File: src/rtl/hthq_pkg.sv
package hthq_pkg;

  localparam int DEF_MAX_VERTS_X = 256;
  localparam int DEF_MAX_VERTS_Z = 256;
  localparam int DEF_FRAC_BITS   = 16;

  localparam int POS_W     = 24;
  localparam int INDEX_W   = 16;
  localparam int SAMPLE_W  = 8;
  localparam int HEIGHT_W  = 21;
  localparam int VERTS_W   = 9;
  localparam int CFG_IDX_W = 1;
  localparam int Q_DEPTH   = 4;

  localparam logic [VERTS_W-1:0] VERTS_RESET = 9'd256;
  localparam logic [VERTS_W-1:0] VERTS_MIN   = 9'd2;

  typedef enum logic [1:0] {
    KIND_NOP,
    KIND_LOAD,
    KIND_QUERY,
    KIND_OFFGRID
  } item_kind_t;

  typedef enum logic [CFG_IDX_W-1:0] {
    REG_VERTS_X = 1'b0,
    REG_VERTS_Z = 1'b1
  } cfg_reg_t;

  typedef struct packed {
    logic full;
    logic empty;
  } q_status_t;

  // One step of long division by ten: remainder so far and the next four bits
  // in, quotient digit and new remainder out.
  function automatic logic [7:0] div10_step(input logic [3:0] rem, input logic [3:0] nib);
    logic [7:0]  v;
    logic [15:0] t;
    logic [3:0]  q;
    logic [7:0]  r;
    v = {rem, nib};
    t = 16'(v) * 16'd205;
    q = t[14:11];
    r = v - (8'(q) * 8'd10);
    return {q, r[3:0]};
  endfunction

endpackage

File: src/rtl/hthq_fifo.sv
module hthq_fifo #(
  parameter int WIDTH = 8,
  parameter int DEPTH = hthq_pkg::Q_DEPTH
) (
  input  logic                clk,
  input  logic                rst_n,
  input  logic                push,
  input  logic [WIDTH-1:0]    push_data,
  input  logic                pop,
  output logic [WIDTH-1:0]    head_data,
  output hthq_pkg::q_status_t status
);

  localparam int PTR_W = (DEPTH > 1) ? $clog2(DEPTH) : 1;
  localparam int CNT_W = $clog2(DEPTH + 1);

  logic [WIDTH-1:0] entries_r [DEPTH];
  logic [PTR_W-1:0] wr_ptr_r, wr_ptr_nxt;
  logic [PTR_W-1:0] rd_ptr_r, rd_ptr_nxt;
  logic [CNT_W-1:0] count_r, count_nxt;
  logic             do_push, do_pop;

  assign status.full  = (count_r == CNT_W'(DEPTH));
  assign status.empty = (count_r == '0);
  assign do_push      = push && !status.full;
  assign do_pop       = pop && !status.empty;
  assign head_data    = entries_r[rd_ptr_r];

  always_comb begin
    wr_ptr_nxt = wr_ptr_r;
    rd_ptr_nxt = rd_ptr_r;
    count_nxt  = count_r;
    if (do_push) begin
      wr_ptr_nxt = (wr_ptr_r == PTR_W'(DEPTH - 1)) ? '0 : wr_ptr_r + 1'b1;
    end
    if (do_pop) begin
      rd_ptr_nxt = (rd_ptr_r == PTR_W'(DEPTH - 1)) ? '0 : rd_ptr_r + 1'b1;
    end
    if (do_push && !do_pop) begin
      count_nxt = count_r + 1'b1;
    end else if (do_pop && !do_push) begin
      count_nxt = count_r - 1'b1;
    end
  end

  always_ff @(posedge clk) begin
    if (!rst_n) begin
      wr_ptr_r <= '0;
      rd_ptr_r <= '0;
      count_r  <= '0;
    end else begin
      wr_ptr_r <= wr_ptr_nxt;
      rd_ptr_r <= rd_ptr_nxt;
      count_r  <= count_nxt;
    end
  end

  always_ff @(posedge clk) begin
    if (do_push) begin
      entries_r[wr_ptr_r] <= push_data;
    end
  end

endmodule

File: config.mk
export PLATFORM = sky130hd
export DESIGN_NAME = hthq_fifo
export DESIGN_NICKNAME = d
export VERILOG_FILES = /design/src/rtl/hthq_pkg.sv /design/src/rtl/hthq_fifo.sv
export SDC_FILE = /design/constraint.sdc
export NUM_CORES = 1
export LEC_CHECK = 0
export BUFFER_PORTS_ARGS = -buffer_cell sky130_fd_sc_hd__buf_2
export CAP_MARGIN = 20
export CELL_PAD_IN_SITES_DETAIL_PLACEMENT = 0
export CELL_PAD_IN_SITES_GLOBAL_PLACEMENT = 1
export CORE_MARGIN = 5
export CORE_UTILIZATION = 40
export CTS_BUF_LIST = sky130_fd_sc_hd__clkbuf_8
export DETAILED_ROUTE_END_ITERATION = 10
export GPL_TIMING_DRIVEN = 0
export PLACE_DENSITY_LB_ADDON = 0.25
export SLEW_MARGIN = 20
export SYNTH_ARGS = -nofsm -noshare
export SYNTH_HDL_FRONTEND = slang
export SYNTH_SLANG_ARGS = --single-unit
File: constraint.sdc
create_clock -name clk -period 3.05 [get_ports clk]
set_clock_uncertainty 0.1 [all_clocks]
set_input_delay 0.305 -clock clk [delete_from_list [all_inputs] [get_ports clk]]
set_output_delay 0.305 -clock clk [all_outputs]
set_load 0.01 [all_outputs]
==> impl_metrics.py <==
metrics = {
    "critical_path": {
        "rr_worst_depth": 7,
        "r2r-start": "count_r[1]$_SDFFE_PN0P_",
        "crit_fanout": 5,
        "cp-startpoint": "count_r[1]$_SDFFE_PN0P_",
        "r2r_slack_ns": 0.59,
        "cp.arrival_ns": 2.56,
        "worstSetupEndpointType": "flip-flop",
        "cp.required_ns": 3.15,
        "start_kind": "flip-flop",
        "crit_type": "flip-flop to flip-flop",
        "reg2reg_to": "count_r[2]$_SDFFE_PN0P_",
    },
    "synthesis": {
        "synth.avg_cell_area_um2": 17.5,
        "synthCells": 93,
        "yosys.area.top_type_share": 0.589,
        "ys_ff_latch": 41,
        "ys_async_sr_fraction": 0,
        "synthTopCellsByCount": "edfxtp_1 (32), dfxtp_1 (9), mux4_2 (8), ha_1 (6), nand2_1 (6)",
        "synthFlopType": "edfxtp_1",
        "synth-edff-count": 32,
        "synth.net_count": 112,
        "ys_seq_area_frac": 0.700,
        "synth_top_cell_by_area": "edfxtp_1",
        "syn-cell-area_mm2": 0.00163,
        "yosys_warnings": 0,
        "ys_types": 23,
        "synth_area_leaders": "edfxtp_1 (59%), dfxtp_1 (11%), mux4_2 (11%)",
        "yosysMostFrequentCell": "edfxtp_1",
    },
    "detailed_routing": {
        "vias": 824,
        "dr.pass1.iters": 3,
        "drcViolationCount": 0,
        "post_drt_wl_per_cell_um": 14.0,
        "dr.first_iter.drc_count": 33,
        "detail-route-antenna-nets": 0,
        "viasPerCell": 4.79,
        "routed_wl_um": 2410,
    },
    "clock_tree": {
        "clk_path_buf_depth": 2,
        "post-cts-setup-buffer-count": 0,
        "cts_sinks": 41,
        "cts_made_buffers": 5,
        "clockRootBuffer": "clkbuf_8",
        "hold_buffers": 0,
        "clk_latency_ns": 0.29,
        "cts_resized": 0,
        "clk_pin_slew_ns": 0.07,
        "cts_tree": "yes",
        "htree_levels": 2,
    },
    "die": {
        "die_w_um": 73.8,
        "dieArea_mm2": 0.00545,
        "pin_count": 22,
        "die_h_um": 73.8,
        "row_count": 23,
        "design.core.area_mm2": 0.00397,
        "start_util": 0.411,
    },
    "pwr": {
        "vdd_drop_max_uv": 440,
        "p_leak_nw": 0.712,
        "cellPowerDensity_mw_per_mm2": 837,
    },
    "global_route": {
        "grt_pass1_vias": 878,
        "overflow": 0,
        "antenna_found_initial": 0,
        "grt_max_degree": 14,
        "grt_use_total": 0.0999,
        "grt_pass1_wl_um": 3930,
    },
    "min_path": {
        "whs_endpoint": "entries_r[1][7]$_DFFE_PP_",
        "holdPathStages": 1,
        "min_path_type": "primary input to flip-flop",
        "min_from": "push_data[7]",
    },
    "timing": {
        "period_share": 0.806,
        "rsz0062_at_grt": "false",
        "max_freq_mhz": 407,
        "slew_violations": 0,
        "whs_ns": 0.131,
        "setup_viol": 0,
        "period_minus_slack_ns": 2.46,
        "slew_headroom": 0.604,
        "worstMarginPinSlew_ns": 0.588,
        "hold_violations": 0,
        "finalSetupTns_ns": 0,
    },
    "finish": {
        "syn_to_final_growth_pct": 18.5,
        "layout.nets": 140,
        "layout-drive-gt1-share": 0.328,
        "fillCellCount": 351,
        "diodes": 0,
        "seqCellArea_mm2": 0.00114,
        "multi_input_area_um2": 460,
    },
    "run_status": {
        "outcome": "complete, no violations",
    },
    "placed_design": {
        "gp_congestion": 0.719,
        "numPortBuffers": 21,
        "post-dp-hpwl_um": 1750,
    },
    "run": {
        "max-cap-violations": 0,
    },
}
==> layer usage <==
metal	vias up	global-route usage	wire length, um
met4	0	0.0362	38
met2	19	0.172	1150
met3	7	0.0451	165
li1	405	-	-
met5	-	0	0
met1	393	0.107	1050
==> critical path, stage by stage (launching register included) <==
cell and delay, ns:
dfxtp_1 0.37, o31ai_1 0.56, ha_1 0.29, inv_1 0.06
fa_1 0.37, xor2_1 0.16, or3_1 0.29, a21boi_0 0.18
==> per-stage QoR <==
step	total power, mW	worst slack (ns)	instances	util	instance area, um^2
5_1_grt	1.71	0.424	172	0.486	1930
3_5_place_dp	1.14	0.562	164	0.453	1800
6_report	1.62	0.593	172	0.486	1930
2_1_floorplan	1.02	0.857	93	-	1630
4_1_cts	1.64	0.550	172	0.486	1930
3_3_place_gp	1.13	0.617	164	0.453	1800
==> worst max-delay path by stage <==
stage	end	slack (ns)	depth (start not counted)
after CTS	count_r[2]$_SDFFE_PN0P_	0.55	7
final	count_r[2]$_SDFFE_PN0P_	0.59	7
after detailed placement	count_r[2]$_SDFFE_PN0P_	0.56	7
after floorplan	count_r[2]$_SDFFE_PN0P_	0.86	7
after global placement	count_r[2]$_SDFFE_PN0P_	0.62	7
after global routing	count_r[2]$_SDFFE_PN0P_	0.42	7
==> state kept, by name (all words and copies together), names as in the netlist, named ones only <==
name and count:
count_r 3, entries_r 32, rd_ptr_r 2, wr_ptr_r 2
==> report_power, final <==
part / switching [mW] / internal [mW] / leakage (nW) / total [mW]
clock network: 0.173 / 0.325 / 0.0681 / 0.498
logic: 0.195 / 0.194 / 0.276 / 0.389
registers: 0.0430 / 0.687 / 0.367 / 0.730
total: 0.411 / 1.21 / 0.712 / 1.62
==> cells by family after synthesis <==
| group | count (synthesis) | synth area share |
|---|---|---|
| DFF | 41 | 0.700 |
| and+or+nand+nor | 20 | 0.0660 |
| muxes | 11 | 0.129 |
| buffers and inverters | 7 | 0.0176 |
| adders and majority gates | 7 | 0.0583 |
| AOI/OAI and AO/OA | 5 | 0.0184 |
| xor gates and xnor gates | 2 | 0.0107 |
==> layout make-up <==
class / count / area share
clock inverters: 3 / 0.0337
plain buffers: 4 / 0.00907
well taps: 50 / 0.0324
flip-flops and latches: 41 / 0.591
inverters: 3 / 0.00583
clock buffers: 5 / 0.0356
multi-input cells: 45 / 0.238
repair buffers: 21 / 0.0544
==> layout by cell type, fill, tap and decap left out, types with 2 or more instances in the layout <==
| cell | synthesis | routed |
|---|---|---|
| buf_2 | 2 | 23 |
| edfxtp_1 | 32 | 32 |
| and2_1 | 5 | 5 |
| nor2b_1 | 2 | 2 |
| mux2i_1 | 3 | 3 |
| nor2_1 | 2 | 2 |
| nand3_1 | 2 | 2 |
| nand2_1 | 6 | 6 |
| inv_1 | 3 | 3 |
| dfxtp_1 | 9 | 9 |
| mux4_2 | 8 | 8 |
| clkbuf_8 | 0 | 5 |
| o21ai_0 | 3 | 3 |
| ha_1 | 6 | 6 |
| bufinv_16 | 0 | 2 |
No activity file was read; power rests on OpenSTA's default activity.
