File: src/rtl/hthq_pkg.sv
package hthq_pkg;

  localparam int DEF_MAX_VERTS_X = 256;
  localparam int DEF_MAX_VERTS_Z = 256;
  localparam int DEF_FRAC_BITS   = 16;

  localparam int POS_W     = 24;
  localparam int INDEX_W   = 16;
  localparam int SAMPLE_W  = 8;
  localparam int HEIGHT_W  = 21;
  localparam int VERTS_W   = 9;
  localparam int CFG_IDX_W = 1;
  localparam int Q_DEPTH   = 4;

  localparam logic [VERTS_W-1:0] VERTS_RESET = 9'd256;
  localparam logic [VERTS_W-1:0] VERTS_MIN   = 9'd2;

  typedef enum logic [1:0] {
    KIND_NOP,
    KIND_LOAD,
    KIND_QUERY,
    KIND_OFFGRID
  } item_kind_t;

  typedef enum logic [CFG_IDX_W-1:0] {
    REG_VERTS_X = 1'b0,
    REG_VERTS_Z = 1'b1
  } cfg_reg_t;

  typedef struct packed {
    logic full;
    logic empty;
  } q_status_t;

  // One step of long division by ten: remainder so far and the next four bits
  // in, quotient digit and new remainder out.
  function automatic logic [7:0] div10_step(input logic [3:0] rem, input logic [3:0] nib);
    logic [7:0]  v;
    logic [15:0] t;
    logic [3:0]  q;
    logic [7:0]  r;
    v = {rem, nib};
    t = 16'(v) * 16'd205;
    q = t[14:11];
    r = v - (8'(q) * 8'd10);
    return {q, r[3:0]};
  endfunction

endpackage

File: src/rtl/hthq_front.sv
module hthq_front #(
  parameter int MAX_VERTS_X = hthq_pkg::DEF_MAX_VERTS_X,
  parameter int MAX_VERTS_Z = hthq_pkg::DEF_MAX_VERTS_Z,
  parameter int FRAC_BITS   = hthq_pkg::DEF_FRAC_BITS
) (
  input  logic                                clk,
  input  logic                                rst_n,
  input  logic                                in_valid,
  output logic                                in_stall,
  input  logic                                in_mode,
  input  logic [hthq_pkg::INDEX_W-1:0]        in_sample_index,
  input  logic [hthq_pkg::SAMPLE_W-1:0]       in_sample_height,
  input  logic [hthq_pkg::POS_W-1:0]          in_pos_x,
  input  logic [hthq_pkg::POS_W-1:0]          in_pos_z,
  input  logic [hthq_pkg::VERTS_W-1:0]        vx,
  input  logic [hthq_pkg::VERTS_W-1:0]        vz,
  input  hthq_pkg::q_status_t                 q_status,
  output logic                                push,
  output hthq_pkg::item_kind_t                f_kind,
  output logic [$clog2(MAX_VERTS_X*MAX_VERTS_Z)-1:0] f_base,
  output logic [((hthq_pkg::POS_W > FRAC_BITS) ? hthq_pkg::POS_W - FRAC_BITS : 1)-1:0] f_cx,
  output logic [hthq_pkg::SAMPLE_W-1:0]       f_sample,
  output logic                                f_upper,
  output logic [FRAC_BITS:0]                  f_wa,
  output logic [FRAC_BITS:0]                  f_wb,
  output logic [FRAC_BITS:0]                  f_wc
);

  localparam int unsigned STORE_DEPTH = MAX_VERTS_X * MAX_VERTS_Z;
  localparam int ADDR_W = $clog2(MAX_VERTS_X * MAX_VERTS_Z);
  localparam int CI_W   = (hthq_pkg::POS_W > FRAC_BITS) ? hthq_pkg::POS_W - FRAC_BITS : 1;
  localparam int W_W    = FRAC_BITS + 1;
  localparam int PROD_W = CI_W + hthq_pkg::VERTS_W;
  localparam int CMP_W  = ((CI_W > hthq_pkg::VERTS_W) ? CI_W : hthq_pkg::VERTS_W) + 1;
  localparam logic [W_W-1:0] ONE = {1'b1, {FRAC_BITS{1'b0}}};

  logic                 f_valid_r, f_valid_nxt;
  logic                 advance;
  hthq_pkg::item_kind_t kind_nxt, f_kind_r;
  logic [ADDR_W-1:0]    base_nxt, f_base_r;
  logic [CI_W-1:0]      cx_nxt, f_cx_r;
  logic                 upper_nxt, f_upper_r;
  logic [W_W-1:0]       wa_nxt, wb_nxt, wc_nxt, f_wa_r, f_wb_r, f_wc_r;
  logic [hthq_pkg::SAMPLE_W-1:0] f_sample_r;
  logic [CI_W-1:0]      cx, cz;
  logic [W_W-1:0]       u, w, sum_uw;
  logic [PROD_W-1:0]    row_base;
  logic                 off_grid, in_range;

  assign in_stall = f_valid_r && q_status.full;
  assign push     = f_valid_r && !q_status.full;
  assign advance  = !f_valid_r || !q_status.full;

  assign cx       = CI_W'(in_pos_x >> FRAC_BITS);
  assign cz       = CI_W'(in_pos_z >> FRAC_BITS);
  assign u        = W_W'(in_pos_x[FRAC_BITS-1:0]);
  assign w        = W_W'(in_pos_z[FRAC_BITS-1:0]);
  assign sum_uw   = u + w;
  assign row_base = PROD_W'(cz) * PROD_W'(vx);
  assign off_grid = (CMP_W'(cx) >= (CMP_W'(vx) - 1'b1)) ||
                    (CMP_W'(cz) >= (CMP_W'(vz) - 1'b1));
  assign in_range = {16'b0, in_sample_index} < STORE_DEPTH;

  always_comb begin
    upper_nxt = (sum_uw > ONE);
    if (upper_nxt) begin
      wa_nxt = ONE - u;
      wb_nxt = ONE - w;
      wc_nxt = sum_uw - ONE;
    end else begin
      wa_nxt = ONE - sum_uw;
      wb_nxt = u;
      wc_nxt = w;
    end
    if (!in_mode) begin
      kind_nxt = in_range ? hthq_pkg::KIND_LOAD : hthq_pkg::KIND_NOP;
      base_nxt = ADDR_W'(in_sample_index);
      cx_nxt   = '0;
    end else begin
      kind_nxt = off_grid ? hthq_pkg::KIND_OFFGRID : hthq_pkg::KIND_QUERY;
      base_nxt = ADDR_W'(row_base);
      cx_nxt   = cx;
    end
  end

  assign f_valid_nxt = advance ? in_valid : f_valid_r;

  always_ff @(posedge clk) begin
    if (!rst_n) begin
      f_valid_r <= 1'b0;
    end else begin
      f_valid_r <= f_valid_nxt;
    end
  end

  always_ff @(posedge clk) begin
    if (advance && in_valid) begin
      f_kind_r   <= kind_nxt;
      f_base_r   <= base_nxt;
      f_cx_r     <= cx_nxt;
      f_sample_r <= in_sample_height;
      f_upper_r  <= upper_nxt;
      f_wa_r     <= wa_nxt;
      f_wb_r     <= wb_nxt;
      f_wc_r     <= wc_nxt;
    end
  end

  assign f_kind   = f_kind_r;
  assign f_base   = f_base_r;
  assign f_cx     = f_cx_r;
  assign f_sample = f_sample_r;
  assign f_upper  = f_upper_r;
  assign f_wa     = f_wa_r;
  assign f_wb     = f_wb_r;
  assign f_wc     = f_wc_r;

endmodule

File: config.mk
export PLATFORM = sky130hd
export DESIGN_NAME = hthq_front
export DESIGN_NICKNAME = d
export VERILOG_FILES = /design/src/rtl/hthq_pkg.sv /design/src/rtl/hthq_front.sv
export SDC_FILE = /design/constraint.sdc
export NUM_CORES = 1
export LEC_CHECK = 0
export ABC_AREA = 1
export BUFFER_PORTS_ARGS = -buffer_cell sky130_fd_sc_hd__buf_4
export CAP_MARGIN = 10
export CELL_PAD_IN_SITES_DETAIL_PLACEMENT = 1
export CELL_PAD_IN_SITES_GLOBAL_PLACEMENT = 1
export CORE_UTILIZATION = 41
export DETAILED_ROUTE_END_ITERATION = 8
export PLACE_DENSITY_LB_ADDON = 0.1
export SLEW_MARGIN = 20
export SYNTH_ARGS = -nofsm -noshare
export SYNTH_HDL_FRONTEND = slang
export SYNTH_SLANG_ARGS = --single-unit
File: constraint.sdc
create_clock -name clk -period 5.17 [get_ports clk]
set_clock_uncertainty 0.15 [all_clocks]
set_input_delay 0.2585 -clock clk [delete_from_list [all_inputs] [get_ports clk]]
set_output_delay 0.2585 -clock clk [all_outputs]
set_load 0.01 [all_outputs]
==> impl_metrics.env <==
export IMPL_fin_crit_sh_pct=88.5
export IMPL_combPwrFrac_pct=45.9
export IMPL_cts_tree="done"
export IMPL_n_antenna_cell=0
export IMPL_ios=184
export IMPL_overflow=0
export IMPL_end_kind="register"
export IMPL_routedWlPerCell_um=15.4
export IMPL_p_switching_mw=1.11
export IMPL_grt_usage_pct=23.4
export IMPL_hpwlAfterDp_mm=18.7
export IMPL_min_period_ns=4.58
export IMPL_worstPathMaxFanout=10
export IMPL_die_w_um=143
export IMPL_ys_types=41
export IMPL_synth_edf_count=86
export IMPL_synth_seq_cells=87
export IMPL_hold_viol=0
export IMPL_slew_violations=0
export IMPL_routed_wl_mm=23.0
export IMPL_wl_met2_mm=10.8
export IMPL_ys_flop_type="edfxtp_1"
export IMPL_htreeDepth=3
export IMPL_cap_viol_max_count=0
export IMPL_syn_area_um2=8210
export IMPL_grt_pass1_wl_mm=36.9
export IMPL_start_util_pct=42.0
export IMPL_clk_pin_slew_ns=0.07
export IMPL_tightestPinTransition_ns=0.906
export IMPL_p_clk_share_pct=22.2
export IMPL_max_clock_freq_mhz=219
export IMPL_route_detailed_drc=0
export IMPL_first_pass_iters=4
export IMPL_slowest_delay_ns=0.54
export IMPL_clk_latency_ns=0.35
export IMPL_syn_nets=1254
export IMPL_final_cell_area_um2=10200
export IMPL_placed_area_um2=9800
export IMPL_p_seq_share_pct=31.9
export IMPL_dr_wl_met3_mm=1.44
export IMPL_clockRootBuffer="clkbuf_16"
export IMPL_nFillCells=2456
export IMPL_fin_tns_setup_ns=0
export IMPL_status="finished, final reports clean"
export IMPL_cp_cell_sequence="buf_4, nand2_1, fa_1, fa_1, inv_1, fa_1, inv_1, fa_1, inv_1, ha_1, nand2_1, nand2_1, a21oi_1, o21ai_0, a21oi_1, o21bai_1, nand2_1, a21oi_1, o21bai_1, nand3_1, nand2_1"
export IMPL_ant_nets=0
export IMPL_async_reset_ff_share_pct=0
export IMPL_worst_hold_slack_ns=0.0206
export IMPL_leakagePower_nw=5.50
export IMPL_syn_to_final_growth_pct=23.8
export IMPL_dieArea_um2=20600
export IMPL_hold_path_class="input pin to register"
export IMPL_slew_headroom_pct=39.4
export IMPL_synthTopCellsByArea="edfxtp_1 (31%), nand2_1 (14%), ha_1 (11%), fa_1 (10%), inv_1 (10%)"
export IMPL_clock_sinks=87
export IMPL_port_buffers=182
export IMPL_setup_viol=0
export IMPL_final_cells=1489
export IMPL_yosys_cell_count_top_type="nand2_1"
export IMPL_crit_required_ns=5.13
export IMPL_syn_inst=1045
export IMPL_yosysWarnings=0
export IMPL_yosys_area_top_type_share_pct=31.5
export IMPL_grt_max_degree=40
export IMPL_vias_per_cell=4.87
export IMPL_fp_row_count=51
export IMPL_m1WireLength_mm=10.4
export IMPL_crit_top_cell="nand2_1"
export IMPL_powerDensity_nw_per_um2=284
export IMPL_grt_pass1_vias=7538
export IMPL_worst_slack_ns=0.594
export IMPL_rsz0062_at_grt="no"
export IMPL_vias=7256
export IMPL_dp_worst_setup_slack_ns=0.238
export IMPL_switching_share_pct=38.4
export IMPL_yosysTopAreaCell="edfxtp_1"
export IMPL_top_layer="met4"
export IMPL_critPathKind="input pin to register"
export IMPL_cts_max_path_buffers=2
export IMPL_syn_area_per_cell_um2=7.85
export IMPL_crit_path_start_kind="input pin"
export IMPL_arrival_ns=4.54
export IMPL_cts_buffers=9
export IMPL_dp_cells=1465
export IMPL_gp_congestion=0.827
export IMPL_total_power_mw=2.89
export IMPL_cts_setup_buffers=0
export IMPL_internal_power_mw=1.78
export IMPL_core_um2=19500
export IMPL_die_h_um=143
export IMPL_num_nets_final=1428
export IMPL_final_core_util_pct=52.0
export IMPL_vdd_ir_drop_max_uv=172
export IMPL_synth_commonest_cells="nand2_1 (303), inv_1 (221), edfxtp_1 (86)"
export IMPL_cp_slowest_cell="fa_1"
export IMPL_synth_seq_area_share_pct=31.7
export IMPL_detailedRoute_firstIterationViolations=261
export IMPL_antenna_found_initial=0
export IMPL_drive_above_1_share_pct=19.8
==> worst max-delay path: cells and delay by family <==
kind	cells	cell delay (ns)
AOI/OAI and AO/OA	6	1.01
adders and majority gates	5	2.47
buffers and inverters	4	0.31
and+or+nand+nor	6	0.48
==> kinds of logic (layout without fill, tap and decap cells) <==
kind of cell / Yosys count / count (layout) / synth area share [%]
AO/OA/AOI/OAI: 96 / 96 / 6.77
XOR/XNOR: 40 / 40 / 4.27
adder cells (fa/ha/maj): 113 / 113 / 21.1
buffers and inverters: 258 / 437 / 12.1
flip-flops: 87 / 87 / 31.7
other: 1 / 1 / 0.0457
AND/OR/NAND/NOR: 450 / 450 / 24.0
==> layer usage <==
metal / up-vias / track usage (%)
met5: - / 0
met4: 0 / 6.49
met3: 25 / 5.36
met2: 169 / 40.9
met1: 3460 / 28.7
li1: 3602 / -
==> timing repair <==
item / CTS / global route
resized for setup: 0 / 0
endpoints found under the hold margin: 8 / 0
hold buffers: 8 / 0
setup endpoints to repair: 0 / 0
==> cell type report <==
cell class | count | area (um^2) | area share [%]
multi-input cells | 700 | 4620 | 45.4
flip-flops and latches | 87 | 2600 | 25.6
repair buffers | 194 | 1480 | 14.5
inverters | 227 | 852 | 8.39
well taps | 265 | 332 | 3.26
clock buffers | 12 | 246 | 2.43
clock inverters | 4 | 31.3 | 0.308
==> power by group through the flow <==
stage                     Clock, mW  Sequential (mW)  Combinational (mW)
final                         0.642            0.922                1.33
after global placement            0            0.934                1.28
after global routing          0.674            0.931                1.52
after CTS                     0.657            0.923                1.35
after floorplan                   0            0.986               0.837
after detailed placement          0            0.938                1.33
==> flip-flops by register name (all words and copies together), names as in the netlist <==
| name | cells |
|---|---|
| f_sample | 8 |
| f_upper | 1 |
| f_base | 16 |
| f_valid_r | 1 |
| f_kind | 2 |
| f_wc | 17 |
| f_wb | 17 |
| f_cx | 8 |
| f_wa | 17 |
==> cell usage in the layout, fill, tap and decap left out, types with 6 or more instances in the layout <==
cell type	n
a21oi_1	25
buf_4	186
clkbuf_16	9
dlygate4sd3_1	8
edfxtp_1	86
fa_1	42
ha_1	71
inv_1	221
inv_2	6
nand2_1	303
nand2_2	7
nand3_1	49
nor2_1	41
nor3_1	13
o21a_1	6
o21ai_0	43
xnor2_1	11
xor2_1	29
==> final timing paths <==
kind,start,endpoint,slack [ns],cells past startpoint
setup / recovery,in_pos_z[23],f_base[15],0.59,21
hold / removal,rst_n,f_valid_r,0.02,2
setup reg to reg,f_valid_r,f_wb[16],2.98,4
hold reg to reg,f_valid_r,f_valid_r,0.34,2
Power figures use the tool's default switching activity.
